## config.mk

```make
export PLATFORM = sky130hd
export DESIGN_NAME = exchange_sorter_unit
export DESIGN_NICKNAME = d
export VERILOG_FILES = /design/src/exsort_pkg.sv /design/src/exchange_sorter_unit.sv
export SDC_FILE = /design/constraint.sdc
export NUM_CORES = 2
export LEC_CHECK = 0
export BUFFER_PORTS_ARGS = -buffer_cell sky130_fd_sc_hd__buf_4
export CORE_UTILIZATION = 55
export CTS_CLUSTER_SIZE = 16
export DETAILED_ROUTE_END_ITERATION = 8
export PLACE_DENSITY = 0.71
export SYNTH_ARGS = -nofsm -noshare
export SYNTH_HDL_FRONTEND = slang
export SYNTH_SLANG_ARGS = --single-unit
```

## constraint.sdc

```tcl
create_clock -name clock -period 9.1 [get_ports clock]
set_clock_uncertainty 0.15 [all_clocks]
set_input_delay 0.455 -clock clock [delete_from_list [all_inputs] [get_ports clock]]
set_output_delay 0.455 -clock clock [all_outputs]
set_load 0.05 [all_outputs]
```

## src/exsort_pkg.sv

```systemverilog
// ---------------------------------------------------------------------------
// exsort_pkg
// Shared types and codes for the exchange sorter: item structs and commands.
// ---------------------------------------------------------------------------
package exsort_pkg;

   localparam int unsigned VALUE_WIDTH = 32;

   localparam logic CMD_INSERT = 1'b0;
   localparam logic CMD_SORT   = 1'b1;

   typedef struct packed {
      logic                           cmd;
      logic signed [VALUE_WIDTH-1:0]  value;
   } exsort_req_type;

   typedef struct packed {
      logic signed [VALUE_WIDTH-1:0]  sorted_value;
      logic                           last;
   } exsort_rsp_type;

endpackage

```

## src/exchange_sorter_unit.sv

```systemverilog
// ---------------------------------------------------------------------------
// exchange_sorter_unit
// Stores a list of signed values and, on request, sorts it in place by
// exchange sort and streams the sorted list out, marking the last entry.
// ---------------------------------------------------------------------------
//
//   channel | direction | handshake            | payload
//   --------+-----------+----------------------+------------------------------
//   req_    | in        | req_valid/req_ready  | cmd, value
//   rsp_    | out       | rsp_valid/rsp_ready  | sorted_value, last
//
// An insert item is appended at the tail; an insert while the list is full is dropped.
// A sort keeps the sequencer busy from when it is taken until the last entry
// is emitted: the scan reads one entry per cycle through the single
// read port of the list memory.
// A stalled rsp_ side holds the sequencer at the end of an outer pass.
// New items are taken only while no sort is running; reset empties the list.
// The memory needs no clearing pass: only written entries are ever read.
// ---------------------------------------------------------------------------
module exchange_sorter_unit #(
   parameter int unsigned DEPTH = 64
) (
   input  logic                       clock,
   input  logic                       reset,
   input  logic                       req_valid,
   output logic                       req_ready,
   input  exsort_pkg::exsort_req_type req_data,
   output logic                       rsp_valid,
   input  logic                       rsp_ready,
   output exsort_pkg::exsort_rsp_type rsp_data
);
   import exsort_pkg::*;

   localparam int unsigned ADDR_W = $clog2(DEPTH);
   localparam int unsigned CNT_W  = $clog2(DEPTH + 1);

   // sequencer states
   localparam logic [2:0] ST_IDLE   = 3'd0;
   localparam logic [2:0] ST_LOAD   = 3'd1;
   localparam logic [2:0] ST_PRIME  = 3'd2;
   localparam logic [2:0] ST_SCAN   = 3'd3;
   localparam logic [2:0] ST_FINISH = 3'd4;

   // list memory: one write port, one registered read port
   logic signed [VALUE_WIDTH-1:0] list_mem [DEPTH];
   logic signed [VALUE_WIDTH-1:0] rd_data_ff;
   logic [ADDR_W-1:0]             rd_addr;
   logic                          wr_en;
   logic [ADDR_W-1:0]             wr_addr;
   logic signed [VALUE_WIDTH-1:0] wr_data;

   // control and datapath registers
   logic [2:0]                    state_ff, state_in;
   logic [CNT_W-1:0]              count_ff, count_in;
   logic [ADDR_W-1:0]             outer_ff, outer_in;   // position a being settled
   logic [CNT_W-1:0]              issue_ff, issue_in;   // next position b to read
   logic                          cmp_valid_ff, cmp_valid_in;
   logic [ADDR_W-1:0]             cmp_idx_ff, cmp_idx_in;
   logic signed [VALUE_WIDTH-1:0] cur_ff, cur_in;       // running value of position a
   logic                          rsp_valid_ff, rsp_valid_in;
   exsort_rsp_type                rsp_data_ff, rsp_data_in;

   logic                          req_fire;
   logic                          emit_fire;
   logic [CNT_W-1:0]              outer_next;
   logic                          issue_more;

   assign req_ready  = (state_ff == ST_IDLE);
   assign req_fire   = req_valid && req_ready;
   assign outer_next = CNT_W'(outer_ff) + CNT_W'(1);
   assign issue_more = (issue_ff < count_ff);
   assign emit_fire  = (state_ff == ST_FINISH) && (!rsp_valid_ff || rsp_ready);

   assign rsp_valid = rsp_valid_ff;
   assign rsp_data  = rsp_data_ff;

   always_comb begin
      state_in     = state_ff;
      count_in     = count_ff;
      outer_in     = outer_ff;
      issue_in     = issue_ff;
      cmp_valid_in = 1'b0;
      cmp_idx_in   = cmp_idx_ff;
      cur_in       = cur_ff;
      rsp_valid_in = rsp_valid_ff && !rsp_ready;
      rsp_data_in  = rsp_data_ff;
      rd_addr      = outer_ff;
      wr_en        = 1'b0;
      wr_addr      = count_ff[ADDR_W-1:0];
      wr_data      = req_data.value;

      case (state_ff)
         ST_IDLE: begin
            if (req_fire) begin
               if (req_data.cmd == CMD_INSERT) begin
                  // append at the tail; drop when full
                  if (count_ff < CNT_W'(DEPTH)) begin
                     wr_en    = 1'b1;
                     count_in = count_ff + CNT_W'(1);
                  end
               end else if (count_ff != '0) begin
                  outer_in = '0;
                  state_in = ST_LOAD;
               end
            end
         end
         ST_LOAD: begin
            // read position a
            rd_addr  = outer_ff;
            state_in = ST_PRIME;
         end
         ST_PRIME: begin
            cur_in   = rd_data_ff;
            issue_in = outer_next;
            state_in = ST_SCAN;
         end
         ST_SCAN: begin
            // issue stage: read position b
            if (issue_more) begin
               rd_addr      = issue_ff[ADDR_W-1:0];
               cmp_valid_in = 1'b1;
               cmp_idx_in   = issue_ff[ADDR_W-1:0];
               issue_in     = issue_ff + CNT_W'(1);
            end
            // compare stage: swap when the held value is greater
            if (cmp_valid_ff && (cur_ff > rd_data_ff)) begin
               wr_en   = 1'b1;
               wr_addr = cmp_idx_ff;
               wr_data = cur_ff;
               cur_in  = rd_data_ff;
            end
            if (!issue_more && !cmp_valid_ff) begin
               state_in = ST_FINISH;
            end
         end
         ST_FINISH: begin
            // position a is final: write it back and emit it
            if (emit_fire) begin
               wr_en                    = 1'b1;
               wr_addr                  = outer_ff;
               wr_data                  = cur_ff;
               rsp_valid_in             = 1'b1;
               rsp_data_in.sorted_value = cur_ff;
               rsp_data_in.last         = (outer_next == count_ff);
               if (outer_next == count_ff) begin
                  state_in = ST_IDLE;
               end else begin
                  outer_in = outer_next[ADDR_W-1:0];
                  state_in = ST_LOAD;
               end
            end
         end
         default: begin
            state_in = ST_IDLE;
         end
      endcase
   end

   always_ff @(posedge clock) begin
      if (wr_en) begin
         list_mem[wr_addr] <= wr_data;
      end
      rd_data_ff <= list_mem[rd_addr];
   end

   always_ff @(posedge clock) begin
      if (reset) begin
         state_ff     <= ST_IDLE;
         count_ff     <= '0;
         cmp_valid_ff <= 1'b0;
         rsp_valid_ff <= 1'b0;
      end else begin
         state_ff     <= state_in;
         count_ff     <= count_in;
         cmp_valid_ff <= cmp_valid_in;
         rsp_valid_ff <= rsp_valid_in;
      end
   end

   always_ff @(posedge clock) begin
      outer_ff    <= outer_in;
      issue_ff    <= issue_in;
      cmp_idx_ff  <= cmp_idx_in;
      cur_ff      <= cur_in;
      rsp_data_ff <= rsp_data_in;
   end

`ifndef SYNTHESIS
   a_count_bound: assert property (@(posedge clock) disable iff (reset)
      count_ff <= CNT_W'(DEPTH))
      else $error("entry count exceeds depth");

   a_cmp_in_scan: assert property (@(posedge clock) disable iff (reset)
      cmp_valid_ff |-> (state_ff == ST_SCAN))
      else $error("compare stage active outside scan");

   a_count_hold: assert property (@(posedge clock) disable iff (reset)
      (state_ff != ST_IDLE) |=> (count_ff == $past(count_ff)))
      else $error("entry count changed during sort");

   a_emit_range: assert property (@(posedge clock) disable iff (reset)
      emit_fire |-> (CNT_W'(outer_ff) < count_ff))
      else $error("emitting beyond the list");
`endif

endmodule

```

# == Word level (Yosys, flattened, before mapping) ==
# Memories as Yosys holds them, arrays and structs flattened. A register that Yosys moved wholly into a read port is not among the register bits.
# Cells that the tools add are included.
# totals
in_bits,37
elab_cells,90
mem_count,1
register_bits,96
ram_bits,2048
output_inout_bits,35
# classes
n_bitwise,2
n_reduce_logical,22
n_addsub,3
order_cmp,3
eq_ne,13
mux,36
# mem_list
name,depth,width,rd,rd_clocked_by_memory_dff,write_ports,line_no,rtl
list_mem,64,32,1,1,1,exchange_sorter_unit.sv:45,logic signed [VALUE_WIDTH-1:0] list_mem [DEPTH];
# op_table
cell,count
$pmux 32 s2,2
$mux 32,3
$mux 6,9
$gt 32x32->1,1
$pmux 6 s2,2
$mux 3,5
$pmux 3 s5,1
$add 7x1->7 const B,2
$pmux 7 s2,1
$mux 1,11
$ne 2x2->1 const B,5
$reduce_and 2->1,4
$add 6x1->7 const B,1
$eq 7x7->1,1
$lt 7x7->1,1
$lt 7x7->1 const B,1
$mux 7,1
$reduce_bool 7->1,1
$eq 3x2->1 const B,2
$ne 2x1->1 const B,3
$reduce_and 6->1,1
$logic_and 1x1->1,5
$reduce_and 5->1,1
$logic_not 1->1,4
other kinds (9),11

# == Depth between registers and ports, before layout ==
# depth
word_depth,7
mapped_depth,16

# == Worst setup path before layout ==
# No wires, ideal clock.
# synth_timing
path_type,reg-to-reg
start,reg state_ff[0]
end,"mem list_mem[15][0], enable pin"
setup_time_ns,0.461
setup_slack_ns,2.496
n_path_buf,4
stages_incl_launch_ff,11
arrival_ns,5.993
synth_period_minus_slack_ns,6.604
required_ns,8.489
path_cell_list,dfxtp_1 -> buf_2 -> or3b_2 -> clkbuf_1 -> nor2_1 -> a21oi_1 -> a222oi_1 -> nand2b_1 -> clkbuf_1 -> buf_2 -> nor3_1
# synth_between
elab_chain_cells,6
# synth_rtl
item,line_no,rtl
start: declaration,exchange_sorter_unit.sv:53,"logic [2:0] state_ff, state_in;"
start signal: assignment,exchange_sorter_unit.sv:173,state_ff <= state_in;
$eq 3x3->1 or $logic_not 3->1 (tied branches),"exchange_sorter_unit.sv:72, exchange_sorter_unit.sv:92, exchange_sorter_unit.sv:68",
$logic_and 1x1->1 (on tied branches),"exchange_sorter_unit.sv:72, exchange_sorter_unit.sv:69",
$mux 1 (on tied branches),"exchange_sorter_unit.sv:138, exchange_sorter_unit.sv:94",
$pmux 1 s3,exchange_sorter_unit.sv:92,case (state_ff)
$mux 1,exchange_sorter_unit.sv:160,if (wr_en) begin
$mux 1 (not written as such),exchange_sorter_unit.sv:161,list_mem[wr_addr] <= wr_data;
end: declaration,exchange_sorter_unit.sv:45,
# Several ways; a longest one is shown, not always the timed one.

# == Final worst setup path ==
# layout_timing
start,"reg rd_data_ff[23], read port of list_mem"
end,"mem list_mem[60][3], enable pin"
# layout_between
elab_chain_cells,6
# layout_rtl
item,line_no,rtl
start: declaration,exchange_sorter_unit.sv:46,logic signed [VALUE_WIDTH-1:0] rd_data_ff;
$gt 32x32->1 *,exchange_sorter_unit.sv:126,if (cmp_valid_ff && (cur_ff > rd_data_ff)) begin
$logic_and 1x1->1 *,exchange_sorter_unit.sv:126,
$mux 1,exchange_sorter_unit.sv:126,
$pmux 1 s3,exchange_sorter_unit.sv:92,
$mux 1,exchange_sorter_unit.sv:160,
$mux 1 (not written as such),exchange_sorter_unit.sv:161,
# Mark *: on every way between the ends. The rest lies on a longest branch, timed or not.

==> impl_metrics.toml <==
[status]
outcome = "finished, violations left"
violations = "capacitance limit"

[sta]
hold_violations = 0
setup_viol_count_final = 0
tightestPinTransition_ns = 1.45
tns_ns = 0
fmax_mhz = 160
slew_violations = 0
fin_crit_ns = 6.25
timing.final.crit_share_pct = 68.6
rsz0062_at_grt = "no"
slew_headroom_pct = 2.26

[cts]
clock-sinks = 2176
path_clk_slew_ns = 0.06
cts_tree = "built"
clock_latency_ns = 0.85
clockBufferDepth = 3
cts_buffers = 210
cts_resized = 0
cts-root-buf = "clkbuf_16"
htreeDepth = 4
post_cts_buffers = 0
hold_buffers = 1

[yosys]
async_flop_share_pct = 0
syn_area_um2 = 86700
yosys_register_bits = 2176
synth_edf_count = 2132
synthCells = 6183
ys_seq_area_share_pct = 74.8
yosysWarnings = 0
syn-num-nets = 6262
ys.flop_type = "edfxtp_1"
ys_types = 81
avgSynthCellArea_um2 = 14.0

[worst_setup_path]
rr_endpoint = "list_mem[60][3]"
cp_max_fo = 28
reg2reg_depth = 11
arrival_ns = 6.54
critPathRequiredTime_ns = 9.40
path_class = "flop to flop"
start_kind = "flop"
ff2ff_setup_slack_ns = 2.85
reg2reg_from = "rd_data_ff[23]"
endpoint_kind = "flop"

[finish]
finish.utilization_pct = 61.8
drive_above_1_share_pct = 10.8
layout.nets = 6315
layout_common_cells = "2,132 x edfxtp_1, 1,424 x nand2_1, 349 x nand3_1, 248 x buf_4, 217 x and3_1"
layout_commonest_cell = "edfxtp_1"
syn_to_final_growth_pct = 11.5
layoutNonFillerInstCount = 8479

[placement]
globalplace.congestion = 0.931
dp_hpwl_mm = 149
dp_cells = 8081
portBuffers = 71

[route]
drtIter0Drc = 8876
drtAntennaViolNets = 0
wirelength_mm = 270
wl_per_cell_um = 31.9
route.vias.total = 57300
via_per_inst = 6.76
drc = 0
dr.pass1.iters = 8

[global_routing]
grtUsageTotal_pct = 33.7
grt_max_degree = 156
grt_pass1_vias = 53200
antenna_found_initial = 15
overflow = 0
grt_pass1_wl_mm = 383

[worst_hold_path]
hold_path_depth = 4
hp-class = "primary input to flop"
worstHoldStart = "req_valid"
hold_end = "count_ff[0]"

[power_and_ir_drop]
peakVddDrop_mv = 0.399
power_frac_comb_pct = 34.2
switching_power_mw = 12.2
p_total_mw = 31.6
clkPwrFrac_pct = 26.4
swShare_pct = 38.6
power.density_nw_per_um2 = 327
leakage_nw = 32.4
intPower_mw = 19.4
sequentialPowerShare_pct = 39.5

[floorplanning]
initial_utilization_pct = 55.5
fp.dieH_um = 399
die_w_um = 399
ios = 72
die_area_um2 = 159000
rows = 145
core_area_um2 = 156000

[run]
max-cap-violations = 1
[area by class of cell]
cell class                 count  area, um2
antenna                       11       27.5
tap                         2058       2570
clock inverter                99        826
sequential                  2176      64900
multi-input combinational   3537      20300
timing repair buffer         264       2170
fill                       11200      59700
inverter                      47        176
clock buffer                 287       5680
[cells by family after synthesis]
family / after synthesis / share of synthesized area (%)
AOI/OAI and AO/OA: 989 / 8.03
muxes: 196 / 2.32
adders and majority gates: 42 / 0.606
DFF: 2176 / 74.8
xor gates and xnor gates: 20 / 0.202
and+or+nand+nor: 2290 / 11.7
buffers and inverters: 470 / 2.36
[power by group through the flow]
stage	Sequential [mW]	Clock (mW)	Combinational, mW
final	12.5	8.33	10.8
after global routing	12.5	8.73	11.2
after CTS	12.5	8.33	10.4
after detailed placement	12.7	0	10.4
after global placement	12.7	0	10.2
after floorplan	12.5	0	6.18
[state kept, by name, indices dropped and copies added, names as in the netlist, 3 cells and up]
register / flops
issue_ff: 7
cur_ff: 32
outer_ff: 6
rd_data_ff: 32
rsp_data: 33
count_ff: 7
list_mem: 2048
cmp_idx_ff: 6
state_ff: 3
[stage by stage]
stage / cell area, um2 / setup WS, ns / hold WS (ns)
final: 96700 / 2.85 / 0.0712
after CTS: 96700 / 3.01 / 0.0231
after floorplan: 86700 / 2.50 / 0.258
after global routing: 96700 / 2.76 / 0.0782
after global placement: 90100 / 3.04 / 0.261
after detailed placement: 90100 / 3.05 / 0.267
[cell usage after synthesis (4+ instances only)]
master | instances | share of area, %
a221oi_1 | 11 | 0.11
o21ai_1 | 10 | 0.058
nor4_1 | 31 | 0.22
o21ai_0 | 73 | 0.42
nand3_1 | 349 | 2.0
nor3_1 | 75 | 0.43
and3_1 | 217 | 1.6
nand4_1 | 61 | 0.44
nand2b_1 | 11 | 0.079
buf_1 | 45 | 0.19
dfxtp_1 | 44 | 1.0
o22ai_1 | 25 | 0.18
buf_4 | 13 | 0.11
o211ai_1 | 17 | 0.15
nand2_1 | 1427 | 6.2
o221ai_1 | 30 | 0.30
or4_1 | 5 | 0.043
nor2_2 | 6 | 0.043
a21oi_1 | 173 | 1.0
a211oi_1 | 214 | 1.9
and4_1 | 5 | 0.050
a211o_1 | 15 | 0.15
a311o_1 | 8 | 0.092
a31oi_1 | 167 | 1.2
ha_1 | 42 | 0.61
inv_1 | 46 | 0.20
a22oi_1 | 18 | 0.16
mux2i_1 | 153 | 1.8
xnor2_1 | 16 | 0.16
o2111ai_1 | 37 | 0.37
mux2_2 | 42 | 0.55
clkbuf_1 | 190 | 0.82
a32oi_1 | 61 | 0.62
edfxtp_1 | 2132 | 74
a311oi_1 | 75 | 0.76
or3_1 | 8 | 0.058
nor2_1 | 72 | 0.31
nor2b_1 | 5 | 0.036
buf_2 | 172 | 0.99
a21o_1 | 9 | 0.078
xor2_1 | 4 | 0.040
a2111oi_0 | 8 | 0.081
o22a_1 | 4 | 0.040
[routing by layer]
| metal | share of wire, % | track usage (%) | vias up | wire, um |
|---|---|---|---|---|
| li1 | - | - | 23700 | - |
| met5 | 0.17 | 1.76 | - | 469 |
| met3 | 15 | 10.7 | 777 | 40300 |
| met4 | 6.0 | 18.2 | 16 | 16300 |
| met1 | 36 | 45.6 | 28400 | 96000 |
| met2 | 43 | 48.6 | 4441 | 117000 |
[how the worst max path moves through the flow]
stage                     depth (start not counted)         endpoint           start
after floorplan                                  10  list_mem[15][0]     state_ff[0]
after global placement                           13   rd_data_ff[24]     count_ff[5]
after detailed placement                         15    rd_data_ff[8]     count_ff[4]
after CTS                                        14    rd_data_ff[8]     issue_ff[4]
after global routing                             12  list_mem[60][3]  rd_data_ff[31]
final                                            11  list_mem[60][3]  rd_data_ff[23]
[worst max-delay path, cell delays in order, from the launching register on]
cell and delay, ns:
dfxtp_1 0.72, inv_1 0.11, ha_1 0.33, and4_1 0.27, a21oi_1 0.38, o31ai_1 0.20
nor4_1 0.79, a21oi_1 0.30, o221ai_1 0.52, nand2b_1 0.68, nor3_2 0.65, buf_4 0.71
Note: power is estimated with default switching activity, not from simulation.
